===== config.mk =====
export PLATFORM = sky130hd
export DESIGN_NAME = uart_motor_command_to_pwm
export DESIGN_NICKNAME = d
export VERILOG_FILES = /design/src/rtl/core/ucp_pkg.sv /design/src/rtl/core/ucp_parser.sv /design/src/rtl/core/ucp_pwm_calc.sv /design/src/rtl/core/uart_motor_command_to_pwm.sv
export SDC_FILE = /design/constraint.sdc
export NUM_CORES = 2
export LEC_CHECK = 0
export BUFFER_PORTS_ARGS = -buffer_cell sky130_fd_sc_hd__buf_2
export CAP_MARGIN = 20
export CELL_PAD_IN_SITES_DETAIL_PLACEMENT = 1
export CELL_PAD_IN_SITES_GLOBAL_PLACEMENT = 1
export CORE_MARGIN = 2
export CORE_UTILIZATION = 30
export CTS_CLUSTER_DIAMETER = 80
export CTS_CLUSTER_SIZE = 20
export DETAILED_ROUTE_END_ITERATION = 6
export PLACE_DENSITY = 0.64
export SYNTH_ARGS = -nofsm -noshare
export SYNTH_HDL_FRONTEND = slang
export SYNTH_SLANG_ARGS = --single-unit

===== constraint.sdc =====
create_clock -name aclk -period 8.35 [get_ports aclk]
set_clock_uncertainty 0.1 [all_clocks]
set_input_delay 1.67 -clock aclk [delete_from_list [all_inputs] [get_ports aclk]]
set_output_delay 1.67 -clock aclk [all_outputs]
set_load 0.05 [all_outputs]

===== src/rtl/core/ucp_pkg.sv =====
// ----------------------------------------------------------------------------
// ucp_pkg
// Shared types, widths and constants for the motor command to pwm block.
// ----------------------------------------------------------------------------
`default_nettype none

package ucp_pkg;

    localparam int FIELD_CHARS_DEFAULT = 4;

    // field and register widths
    localparam int BYTE_W     = 8;
    localparam int CMD_W      = 11;
    localparam int ACC_W      = 10;
    localparam int PERIOD_W   = 16;
    localparam int BASE_W     = 17;
    localparam int STEP_W     = 7;
    localparam int CMP_W      = 17;
    localparam int CFG_DATA_W = 17;
    localparam int CFG_ADDR_W = 2;
    localparam int TDATA_IN_W = 8;
    localparam int TDATA_OUT_W = 56;

    // datapath widths
    localparam int DUTY_W  = 19;
    localparam int PROD_W  = PERIOD_W + BASE_W;
    localparam int QUOT_W  = 16;

    // divide by 100000 as a shift by 5 and a multiply by the reciprocal of 3125
    localparam int SCALE_SHIFT = 5;
    localparam int RECIP_W     = 29;
    localparam int RECIP_SHIFT = 40;
    localparam int DIV_IN_W    = PROD_W - SCALE_SHIFT;
    localparam int DIV_MUL_W   = DIV_IN_W + RECIP_W;
    localparam logic [RECIP_W-1:0] DIV3125_RECIP = 29'd351843721;

    localparam logic [DUTY_W-1:0] DUTY_SCALE = 19'd100000;
    localparam logic [ACC_W-1:0]  ACC_LIMIT  = 10'd999;

    localparam logic [BYTE_W-1:0] CHAR_MINUS = 8'h2D;
    localparam logic [BYTE_W-1:0] CHAR_ZERO  = 8'h30;
    localparam logic [BYTE_W-1:0] CHAR_ONE   = 8'h31;
    localparam logic [BYTE_W-1:0] CHAR_NINE  = 8'h39;

    localparam logic [PERIOD_W-1:0] PERIOD_RESET     = 16'd9375;
    localparam logic [BASE_W-1:0]   DRIVE_BASE_RESET = 17'd7025;
    localparam logic [BASE_W-1:0]   SERVO_BASE_RESET = 17'd7500;
    localparam logic [STEP_W-1:0]   STEP_RESET       = 7'd25;

    typedef enum logic [CFG_ADDR_W-1:0] {
        REG_PERIOD     = 2'd0,
        REG_DRIVE_BASE = 2'd1,
        REG_SERVO_BASE = 2'd2,
        REG_DUTY_STEP  = 2'd3
    } cfg_reg_t;

    typedef logic signed [CMD_W-1:0] cmd_t;

    typedef struct packed {
        logic valid;
        cmd_t drive;
        cmd_t servo;
    } cmd_pair_t;

    typedef struct packed {
        logic [PERIOD_W-1:0] period;
        logic [BASE_W-1:0]   drive_base;
        logic [BASE_W-1:0]   servo_base;
        logic [STEP_W-1:0]   step;
    } pwm_cfg_t;

endpackage

`default_nettype wire


===== src/rtl/core/ucp_parser.sv =====
// ----------------------------------------------------------------------------
// ucp_parser
// Reads received characters as fixed sign/digit fields and pairs the drive
// and servo commands.
// ----------------------------------------------------------------------------
`default_nettype none

module ucp_parser
    import ucp_pkg::*;
#(
    parameter int FIELD_CHARS = FIELD_CHARS_DEFAULT
) (
    input  wire logic              aclk,
    input  wire logic              aresetn,
    input  wire logic              byte_valid,
    input  wire logic [BYTE_W-1:0] rx_byte,
    output cmd_pair_t              pair
);

    localparam int POS_W = $clog2(FIELD_CHARS);
    localparam logic [POS_W-1:0] POS_LAST = POS_W'(FIELD_CHARS - 1);
    localparam int SUM_W = ACC_W + 4;

    logic [POS_W-1:0] pos_reg,  pos_next;
    logic [ACC_W-1:0] acc_reg,  acc_next;
    logic             neg_reg,  neg_next;
    logic             sel_reg,  sel_next;
    cmd_t             held_reg, held_next;

    logic [3:0]       digit;
    logic [SUM_W-1:0] acc_ext;
    logic [SUM_W-1:0] acc_sum;
    logic [ACC_W-1:0] acc_upd;
    logic             neg_upd;
    cmd_t             field_mag;
    cmd_t             field_value;
    logic             field_last;

    always_comb begin
        if (rx_byte >= CHAR_ONE && rx_byte <= CHAR_NINE) begin
            digit = 4'(rx_byte - CHAR_ZERO);
        end else begin
            digit = 4'd0;
        end
        acc_ext = SUM_W'(acc_reg);
        acc_sum = (acc_ext << 3) + (acc_ext << 1) + SUM_W'(digit);
        if (pos_reg == '0) begin
            acc_upd = '0;
            neg_upd = (rx_byte == CHAR_MINUS);
        end else begin
            acc_upd = (acc_sum > SUM_W'(ACC_LIMIT)) ? ACC_LIMIT : acc_sum[ACC_W-1:0];
            neg_upd = neg_reg;
        end
        field_mag   = $signed({1'b0, acc_upd});
        field_value = neg_upd ? -field_mag : field_mag;
        field_last  = (pos_reg == POS_LAST);
    end

    always_comb begin
        pos_next   = pos_reg;
        acc_next   = acc_reg;
        neg_next   = neg_reg;
        sel_next   = sel_reg;
        held_next  = held_reg;
        pair.valid = 1'b0;
        pair.drive = held_reg;
        pair.servo = field_value;
        if (byte_valid) begin
            if (field_last) begin
                pos_next = '0;
                acc_next = '0;
                neg_next = 1'b0;
                if (!sel_reg) begin
                    held_next = field_value;
                    sel_next  = 1'b1;
                end else begin
                    sel_next   = 1'b0;
                    pair.valid = 1'b1;
                end
            end else begin
                pos_next = pos_reg + POS_W'(1);
                acc_next = acc_upd;
                neg_next = neg_upd;
            end
        end
    end

    always_ff @(posedge aclk) begin
        if (!aresetn) begin
            pos_reg  <= '0;
            acc_reg  <= '0;
            neg_reg  <= 1'b0;
            sel_reg  <= 1'b0;
            held_reg <= '0;
        end else begin
            pos_reg  <= pos_next;
            acc_reg  <= acc_next;
            neg_reg  <= neg_next;
            sel_reg  <= sel_next;
            held_reg <= held_next;
        end
    end

`ifndef SYNTHESIS
    // the field selector flips on every completed field
    a_sel_flips: assert property (@(posedge aclk) disable iff (!aresetn)
        byte_valid && field_last |=> sel_reg != $past(sel_reg))
        else $error("field select did not flip at end of field");

    // a command pair only leaves after the drive field was held
    a_pair_after_drive: assert property (@(posedge aclk) disable iff (!aresetn)
        pair.valid |-> sel_reg && byte_valid && field_last)
        else $error("command pair emitted without a held drive field");

    a_acc_limit: assert property (@(posedge aclk) disable iff (!aresetn)
        acc_reg <= ACC_LIMIT)
        else $error("digit accumulator above limit");
`endif

endmodule

`default_nettype wire


===== src/rtl/core/ucp_pwm_calc.sv =====
// ----------------------------------------------------------------------------
// ucp_pwm_calc
// Five-register pipeline from a command pair to both pwm compare values,
// with a per-stage ready chain so bubbles collapse.
// ----------------------------------------------------------------------------
`default_nettype none

module ucp_pwm_calc
    import ucp_pkg::*;
(
    input  wire logic             aclk,
    input  wire logic             aresetn,
    input  wire cmd_pair_t        in_pair,
    output logic                  in_ready,
    input  wire pwm_cfg_t         cfg,
    output logic                  out_valid,
    input  wire logic             out_ready,
    output logic [CMP_W-1:0]      drive_compare,
    output logic [CMP_W-1:0]      servo_compare,
    output cmd_t                  drive_command,
    output cmd_t                  servo_command
);

    localparam int LANES  = 2;
    localparam int CMD_EXT  = DUTY_W - CMD_W;
    localparam int STEP_EXT = DUTY_W - STEP_W;
    localparam int BASE_EXT = DUTY_W - BASE_W;

    logic v1_reg, v2_reg, v3_reg, v4_reg, v5_reg;
    logic en1, en2, en3, en4, en5;

    cmd_t                     cmd1_reg   [LANES];
    cmd_t                     cmd2_reg   [LANES];
    cmd_t                     cmd3_reg   [LANES];
    cmd_t                     cmd4_reg   [LANES];
    cmd_t                     cmd5_reg   [LANES];
    logic signed [DUTY_W-1:0] duty2_reg  [LANES];
    logic [PROD_W-1:0]        prod3_reg  [LANES];
    logic                     nonpos3_reg[LANES];
    logic                     big3_reg   [LANES];
    logic [QUOT_W-1:0]        q4_reg     [LANES];
    logic                     nonpos4_reg[LANES];
    logic                     big4_reg   [LANES];
    logic [CMP_W-1:0]         cmp5_reg   [LANES];

    // a stage loads when empty or when its content moves on this cycle
    assign en5      = !v5_reg || out_ready;
    assign en4      = !v4_reg || en5;
    assign en3      = !v3_reg || en4;
    assign en2      = !v2_reg || en3;
    assign en1      = !v1_reg || en2;
    assign in_ready = en1;

    always_ff @(posedge aclk) begin
        if (!aresetn) begin
            v1_reg <= 1'b0;
            v2_reg <= 1'b0;
            v3_reg <= 1'b0;
            v4_reg <= 1'b0;
            v5_reg <= 1'b0;
        end else begin
            if (en1) v1_reg <= in_pair.valid;
            if (en2) v2_reg <= v1_reg;
            if (en3) v3_reg <= v2_reg;
            if (en4) v4_reg <= v3_reg;
            if (en5) v5_reg <= v4_reg;
        end
    end

    for (genvar c = 0; c < LANES; c++) begin : g_lane
        logic [BASE_W-1:0]        base;
        cmd_t                     cmd_in;
        logic signed [DUTY_W-1:0] duty_next;
        logic                     nonpos_next;
        logic                     big_next;
        logic [PROD_W-1:0]        prod_next;
        logic [DIV_MUL_W-1:0]     div_mul;
        logic [QUOT_W-1:0]        q_next;
        logic [CMP_W-1:0]         cmp_next;

        assign base   = (c == 0) ? cfg.drive_base : cfg.servo_base;
        assign cmd_in = (c == 0) ? in_pair.drive : in_pair.servo;

        always_comb begin
            duty_next = $signed({{BASE_EXT{1'b0}}, base})
                      + $signed({{CMD_EXT{cmd1_reg[c][CMD_W-1]}}, cmd1_reg[c]})
                      * $signed({{STEP_EXT{1'b0}}, cfg.step});

            nonpos_next = duty2_reg[c][DUTY_W-1] || (duty2_reg[c] == '0);
            big_next    = !duty2_reg[c][DUTY_W-1]
                       && ($unsigned(duty2_reg[c]) >= DUTY_SCALE);
            // only used below full scale, where the duty fits the base width
            prod_next   = PROD_W'(cfg.period) * PROD_W'(duty2_reg[c][BASE_W-1:0]);

            div_mul = DIV_MUL_W'(prod3_reg[c][PROD_W-1:SCALE_SHIFT])
                    * DIV_MUL_W'(DIV3125_RECIP);
            q_next  = div_mul[RECIP_SHIFT+QUOT_W-1:RECIP_SHIFT];

            if (nonpos4_reg[c]) begin
                cmp_next = '0;
            end else if (big4_reg[c] || q4_reg[c] >= cfg.period) begin
                cmp_next = CMP_W'(cfg.period) + CMP_W'(1);
            end else begin
                cmp_next = CMP_W'(q4_reg[c]);
            end
        end

        always_ff @(posedge aclk) begin
            if (en1) begin
                cmd1_reg[c] <= cmd_in;
            end
            if (en2) begin
                cmd2_reg[c]  <= cmd1_reg[c];
                duty2_reg[c] <= duty_next;
            end
            if (en3) begin
                cmd3_reg[c]    <= cmd2_reg[c];
                prod3_reg[c]   <= prod_next;
                nonpos3_reg[c] <= nonpos_next;
                big3_reg[c]    <= big_next;
            end
            if (en4) begin
                cmd4_reg[c]    <= cmd3_reg[c];
                q4_reg[c]      <= q_next;
                nonpos4_reg[c] <= nonpos3_reg[c];
                big4_reg[c]    <= big3_reg[c];
            end
            if (en5) begin
                cmd5_reg[c] <= cmd4_reg[c];
                cmp5_reg[c] <= cmp_next;
            end
        end
    end

    assign out_valid     = v5_reg;
    assign drive_compare = cmp5_reg[0];
    assign servo_compare = cmp5_reg[1];
    assign drive_command = cmd5_reg[0];
    assign servo_command = cmd5_reg[1];

`ifndef SYNTHESIS
    a_cmp_bound: assert property (@(posedge aclk) disable iff (!aresetn)
        v5_reg |-> (cmp5_reg[0] <= CMP_W'(cfg.period) + CMP_W'(1))
                && (cmp5_reg[1] <= CMP_W'(cfg.period) + CMP_W'(1)))
        else $error("compare value above period plus one");

    // duty cannot be both non-positive and at full scale
    a_flags_excl: assert property (@(posedge aclk) disable iff (!aresetn)
        v3_reg |-> !(nonpos3_reg[0] && big3_reg[0]) && !(nonpos3_reg[1] && big3_reg[1]))
        else $error("duty flags both set");

    // a stalled quotient stage keeps its item
    a_stall_hold: assert property (@(posedge aclk) disable iff (!aresetn)
        v4_reg && !en5 |=> v4_reg && $stable(q4_reg[0]) && $stable(q4_reg[1]))
        else $error("quotient stage lost data while stalled");
`endif

endmodule

`default_nettype wire


===== src/rtl/core/uart_motor_command_to_pwm.sv =====
// ----------------------------------------------------------------------------
// uart_motor_command_to_pwm
// Turns a received character stream of drive and servo commands into pwm
// compare values for both channels.
// ----------------------------------------------------------------------------
// One received byte is taken every clock cycle while s_tready is high. Bytes
// form fields of FIELD_CHARS characters: a sign position ('-' for negative)
// and decimal digits; the first field is the drive command, the second the
// servo command. The byte that completes the servo field passes the five
// pipeline registers, then gives one m_ transfer with both compare values
// and both commands. The compare path is a five-register pipeline (duty
// multiply, period multiply, reciprocal multiply for the divide by 100000,
// clamp), and a waiting result does not hold up input until that pipeline
// is full. The user must write configuration through the cfg_ port only
// while no command is in flight; the block itself does not enforce this.
// ----------------------------------------------------------------------------
`default_nettype none

module uart_motor_command_to_pwm
    import ucp_pkg::*;
#(
    parameter int FIELD_CHARS = FIELD_CHARS_DEFAULT
) (
    input  wire logic                   aclk,
    input  wire logic                   aresetn,
    // rx_byte
    input  wire logic [TDATA_IN_W-1:0]  s_tdata,
    input  wire logic                   s_tvalid,
    output logic                        s_tready,
    // drive_compare, servo_compare, drive_command, servo_command
    output logic [TDATA_OUT_W-1:0]      m_tdata,
    output logic                        m_tvalid,
    input  wire logic                   m_tready,
    input  wire logic                   cfg_wr_en,
    input  wire logic [CFG_ADDR_W-1:0]  cfg_addr,
    input  wire logic [CFG_DATA_W-1:0]  cfg_wdata
);

    logic [PERIOD_W-1:0] period_reg;
    logic [BASE_W-1:0]   drive_base_reg;
    logic [BASE_W-1:0]   servo_base_reg;
    logic [STEP_W-1:0]   step_reg;

    pwm_cfg_t    cfg;
    cmd_pair_t   pair;
    logic        byte_xfer;
    logic [CMP_W-1:0] drive_compare;
    logic [CMP_W-1:0] servo_compare;
    cmd_t        drive_command;
    cmd_t        servo_command;

    always_ff @(posedge aclk) begin
        if (!aresetn) begin
            period_reg     <= PERIOD_RESET;
            drive_base_reg <= DRIVE_BASE_RESET;
            servo_base_reg <= SERVO_BASE_RESET;
            step_reg       <= STEP_RESET;
        end else if (cfg_wr_en) begin
            unique case (cfg_reg_t'(cfg_addr))
                REG_PERIOD:     period_reg     <= cfg_wdata[PERIOD_W-1:0];
                REG_DRIVE_BASE: drive_base_reg <= cfg_wdata[BASE_W-1:0];
                REG_SERVO_BASE: servo_base_reg <= cfg_wdata[BASE_W-1:0];
                REG_DUTY_STEP:  step_reg       <= cfg_wdata[STEP_W-1:0];
                default: begin
                end
            endcase
        end
    end

    assign cfg.period     = period_reg;
    assign cfg.drive_base = drive_base_reg;
    assign cfg.servo_base = servo_base_reg;
    assign cfg.step       = step_reg;

    assign byte_xfer = s_tvalid && s_tready;

    ucp_parser #(
        .FIELD_CHARS (FIELD_CHARS)
    ) u_parser (
        .aclk       (aclk),
        .aresetn    (aresetn),
        .byte_valid (byte_xfer),
        .rx_byte    (s_tdata[BYTE_W-1:0]),
        .pair       (pair)
    );

    ucp_pwm_calc u_calc (
        .aclk          (aclk),
        .aresetn       (aresetn),
        .in_pair       (pair),
        .in_ready      (s_tready),
        .cfg           (cfg),
        .out_valid     (m_tvalid),
        .out_ready     (m_tready),
        .drive_compare (drive_compare),
        .servo_compare (servo_compare),
        .drive_command (drive_command),
        .servo_command (servo_command)
    );

    assign m_tdata = {servo_command, drive_command, servo_compare, drive_compare};

endmodule

`default_nettype wire

-- Word level (Yosys, flattened, before mapping)
Memory sizes are Yosys's and may differ from the RTL's.
Cells that the tools add are included.
- $add $sub $neg: 8
- multiply operators: 6
- $lt $le $gt $ge: 7
- eq/ne operators: 5
- multiplexer cells: 26
- bitwise gates (word level): 1
- reductions and logical operators: 30
- operators with widths (cell ; count):
    $mul 28x29->56 const B ; 2
    $mux 17 ; 4
    $mul 16x17->33 ; 2
    $add 18x19->19 ; 2
    $ge 19x17->1 const B ; 2
    $logic_not 19->1 ; 2
    $mul 11x8->19 ; 2
    $ge 16x16->1 ; 2
    $mux 10 ; 3
    $add 16x1->17 const B ; 1
    $mux 1 ; 16
    $add 13x11->14 ; 1
    $add 14x4->14 ; 1
    $gt 14x10->1 const B ; 1
    $mux 11 ; 1
    $neg 10->11 ; 1
    $reduce_and 2->1 ; 5
    $logic_or 1x1->1 ; 9
    $eq 8x6->1 const B ; 1
    $ge 8x6->1 const B ; 1
    $le 8x6->1 const B ; 1
    $logic_not 1->1 ; 7
    $eq 2x2->1 const B ; 3
    $logic_and 1x1->1 ; 4
    8 further kinds ; 9
- register bits after elaboration: 87
- memory bits (writable): 288
- input bits: 32
- output and inout port bits: 58
- logic and storage cells: 110
- memories kept: 13
- memory list (memory ; depth ; width ; rd ports ; clocked after Yosys merged registers in ; write ports ; RTL line ; RTL):
    u_calc.prod3_reg ; 2 ; 33 ; 2 ; 0 ; 2 ; ucp_pwm_calc.sv:38 ; logic [PROD_W-1:0] prod3_reg [LANES];
    u_calc.duty2_reg ; 2 ; 19 ; 2 ; 0 ; 2 ; ucp_pwm_calc.sv:37 ; logic signed [DUTY_W-1:0] duty2_reg [LANES];
    u_calc.cmp5_reg ; 2 ; 17 ; 2 ; 0 ; 2 ; ucp_pwm_calc.sv:44 ; logic [CMP_W-1:0] cmp5_reg [LANES];
    u_calc.q4_reg ; 2 ; 16 ; 2 ; 0 ; 2 ; ucp_pwm_calc.sv:41 ; logic [QUOT_W-1:0] q4_reg [LANES];
    u_calc.cmd1_reg ; 2 ; 11 ; 2 ; 0 ; 2 ; ucp_pwm_calc.sv:32 ; cmd_t cmd1_reg [LANES];
    u_calc.cmd2_reg ; 2 ; 11 ; 2 ; 0 ; 2 ; ucp_pwm_calc.sv:33 ; cmd_t cmd2_reg [LANES];
    7 more memories ; n/a ; n/a ; n/a ; n/a ; n/a ; n/a ;

-- Logic depth before layout (Yosys ltp)
- depth after elaboration: 9
- gate-level depth with buffers: 26
- gate-level depth less buffers: 24

-- Modules after synthesis
Synthesis repeated with hierarchy kept, for this count alone.
- cells, all modules: 6342
- area total of the unflattened synthesis: 63903.8 um^2
- by module, submodules not included (module ; times used ; cells an instance ; area an instance (um^2) ; sequential area each (um^2)):
    ucp_pwm_calc ; 1 ; 5837 ; 59427.0 ; 8448.1
    uart_motor_command_to_pwm ; 1 ; 228 ; 2292.2 ; 1141.1
    ucp_parser ; 1 ; 277 ; 2184.6 ; 500.5

-- Least setup slack after synthesis
No wires, ideal clock.
- path kind: flip-flop to flip-flop
- start point: memory u_calc.prod3_reg[0][45] (netlist name)
- end point: memory u_calc.q4_reg[1][15], in the netlist u_calc.q4_reg[0][31] (data pin)
- library setup time: 260 ps
- arrival: 6352 ps
- data required time: 7990 ps
- slack: 1638 ps
- cell stages (with the launch flop): 22
- path buffers: 0
- clock period less this slack: 6712 ps
- path through: edfxtp_1 > fa_1 > inv_1 > fa_1 > fa_1 > inv_1 > fa_1 > inv_1 > fa_1 > fa_1 > inv_1 > fa_1 > ha_1 > a21o_1 > a311oi_1 > o2111ai_1 > o211ai_1 > a21oi_1 > a41o_1 > or3_1 > a31oi_1 > xnor2_1
- RTL lines (item ; RTL line):
    from (decl) ; ucp_pwm_calc.sv:38
    to (decl) ; ucp_pwm_calc.sv:41

==> reports/metrics.yaml <==
ctsHoldBuffers: 0
ys_seq_area_frac: 0.161
start_util: 0.303
grt_pass1_wl_mm: 277
post_cts_resized: 0
regArea_um2: 10100
clk_pin_slew_ns: 0.09
drc_errors: 0
cp_max_fo: 10
setup_slack_ns: 0.579
io_pins: 90
post_cts_buffers: 0
hp-start: "u_calc.cmd2_reg[0][5]"
max_freq_mhz: 129
syn-cell-area_um2: 62800
multi_input_area_um2: 45900
r2r-start: "u_calc.prod3_reg[0][31]"
rrSetupSlack_ns: 0.58
slew_headroom: 0.279
dp_cells: 9058
largest_register_ffs: 56
crit_family: "adder cells"
core_area_um2: 207000
ys_ff_latch: 365
fin_cells: 9119
antenna_left: 0
critPathKind: "flop to flop"
ctsHtreeMaxLevel: 1
hpwl_mm: 149
die_h_um: 461
slew_violations: 0
rsz0062_at_grt: "false"
placed_area_um2: 66600
layout_common_cells: "1641 x inv_1, 1149 x fa_1, 951 x ha_1, 584 x nand2_1, 323 x and2_1"
hold_class: "flop to flop"
cp_slowest_cell: "edfxtp_1"
cts_tree: "built"
drt_first_pass_iters: 5
fin_nets: 8437
critPathLaunchType: "flop"
clk_path_buf_depth: 3
arrival_ns: 8.19
viasPerCell: 4.64
synth_top_area_share: 0.366
syn_inst: 6287
synth_nets: 8419
dp_slack_ns: 0.619
worstPathRequired_ns: 8.77
portBuffers: 89
drive_gt1_frac: 0.0395
cp-end-kind: "flop"
ys.flop_type: "edfxtp_1"
crit_path_cell_trace: "inv_1, ha_1, fa_1, inv_1, fa_1, inv_1, fa_1, fa_1, fa_1, inv_1, fa_1, ha_1, nand4_1, nor3_1, nand2_1, a211oi_1, nor3b_1, buf_4, o21ai_1, a21oi_1, o21ba_2, or3_1, a21oi_1"
die_w_um: 461
hold_depth: 0
wl_mm: 173
cts_sinks: 365
area_growth_pct: 7.86
clkLatencyLatePin_ns: 0.67
num-fill-cells: 23700
gr-total-overflow: 0
fp-row-count: 167
synth_edf_count: 278
finalHoldViolations: 0
async_reset_ff_frac: 0
timing.rr.end: "u_calc.q4_reg[0][9]"
gp_congestion: 0.911
synth_area_per_cell_um2: 9.99
grt_usage: 0.167
reg2reg_depth: 23
layout_commonest_cell: "inv_1"
synthTopCellsByArea: "fa_1 37%, ha_1 19%, edfxtp_1 13%"
antenna_found_initial: 1
setup-violations-final: 0
critPathMaxStageDelay_ns: 0.82
outcome: "finished clean"
grt_max_degree: 59
ys_types: 81
cpMostUsedCell: "fa_1"
wl_per_cell_um: 19.0
worst-path-buf-inv: 5
stdcell_area_um2: 67700
min_delay_worst_endpoint: "u_calc.cmd3_reg[0][5]"
ctsRootBufferMaster: "clkbuf_16"
maxCapViolations: 0
die_area_um2: 213000
tightestPinTransition_ns: 1.08
tns_ns: 0
period_share: 0.931
synth-warning-count: 0
cts_buffers: 31
vias: 42300
layout_min_cycle_time_ns: 7.77
drt-initial-drc-count: 1877
yosysTopAreaCell: "fa_1"
grt_pass1_vias: 48300
[per-stage QoR]
step                      hold slack, ns   util
after floorplan                    0.300      -
after global placement             0.303  0.321
after detailed placement           0.306  0.321
after CTS                          0.317  0.326
after global routing               0.321  0.326
final                              0.315  0.326
[Yosys cell counts, types with 4 or more instances]
master,count
nor3_1,100
xor2_1,33
nand3_1,63
a21o_1,60
nand2_1,585
fa_1,1149
nand4_1,12
and2_1,323
o41ai_1,7
nand2b_1,14
a2111oi_0,4
o21ai_0,77
a21oi_1,193
o31a_1,4
a31oi_1,14
o21bai_1,6
or2_2,13
o211ai_1,25
edfxtp_1,278
xnor2_1,97
clkbuf_1,161
nor4_1,13
ha_1,951
o21a_1,22
nand3b_1,4
o21ai_1,7
a21boi_0,6
inv_1,1644
and4_1,5
dfxtp_1,87
a41o_1,7
buf_1,7
and3_1,17
nor2_1,161
o31ai_1,7
or3_1,6
a211oi_1,27
nor2b_1,27
[how the worst max path moves through the flow]
stage	from	to	slack, ns	depth (start not counted)
after floorplan	u_calc.prod3_reg[0][45]	u_calc.q4_reg[0][31]	1.64	21
after global placement	u_calc.prod3_reg[0][45]	u_calc.q4_reg[0][31]	0.69	22
after detailed placement	u_calc.prod3_reg[0][46]	u_calc.q4_reg[0][31]	0.62	22
after CTS	u_calc.prod3_reg[0][31]	u_calc.q4_reg[0][9]	0.56	23
after global routing	u_calc.prod3_reg[0][8]	u_calc.q4_reg[0][12]	0.15	21
final	u_calc.prod3_reg[0][31]	u_calc.q4_reg[0][9]	0.58	23
[metal layers]
layer / track usage / share of wire / vias to the layer above
met1: 0.234 / 0.47 / 22200
met2: 0.282 / 0.47 / 639
met5: 0 / 0 / -
met4: 0.0282 / 0.018 / 0
met3: 0.0165 / 0.038 / 128
li1: - / - / 19400
[final cells by class]
type	count	area share
multi-input combinational	4106	0.678
sequential	365	0.149
inverter	1645	0.0912
tap	2788	0.0515
timing repair buffer	156	0.0147
clock buffer	38	0.0122
clock inverter	20	0.00364
antenna	1	0.0000370
[cell families (layout without fill, tap and decap cells)]
kind of cell	after synthesis	after routing	share of synthesized area
other	0	1	0
DFF	365	365	0.161
buffers and inverters	1816	1859	0.109
and+or+nand+nor	1360	1360	0.103
AOI/OAI and AO/OA	513	513	0.0527
adders and majority gates	2100	2100	0.556
xor gates and xnor gates	130	130	0.0181
muxes	3	3	0.000498
Power is left out: the tool's default activity adds up to more than one toggle a clock period on the data nets, which glitch-free logic cannot reach.
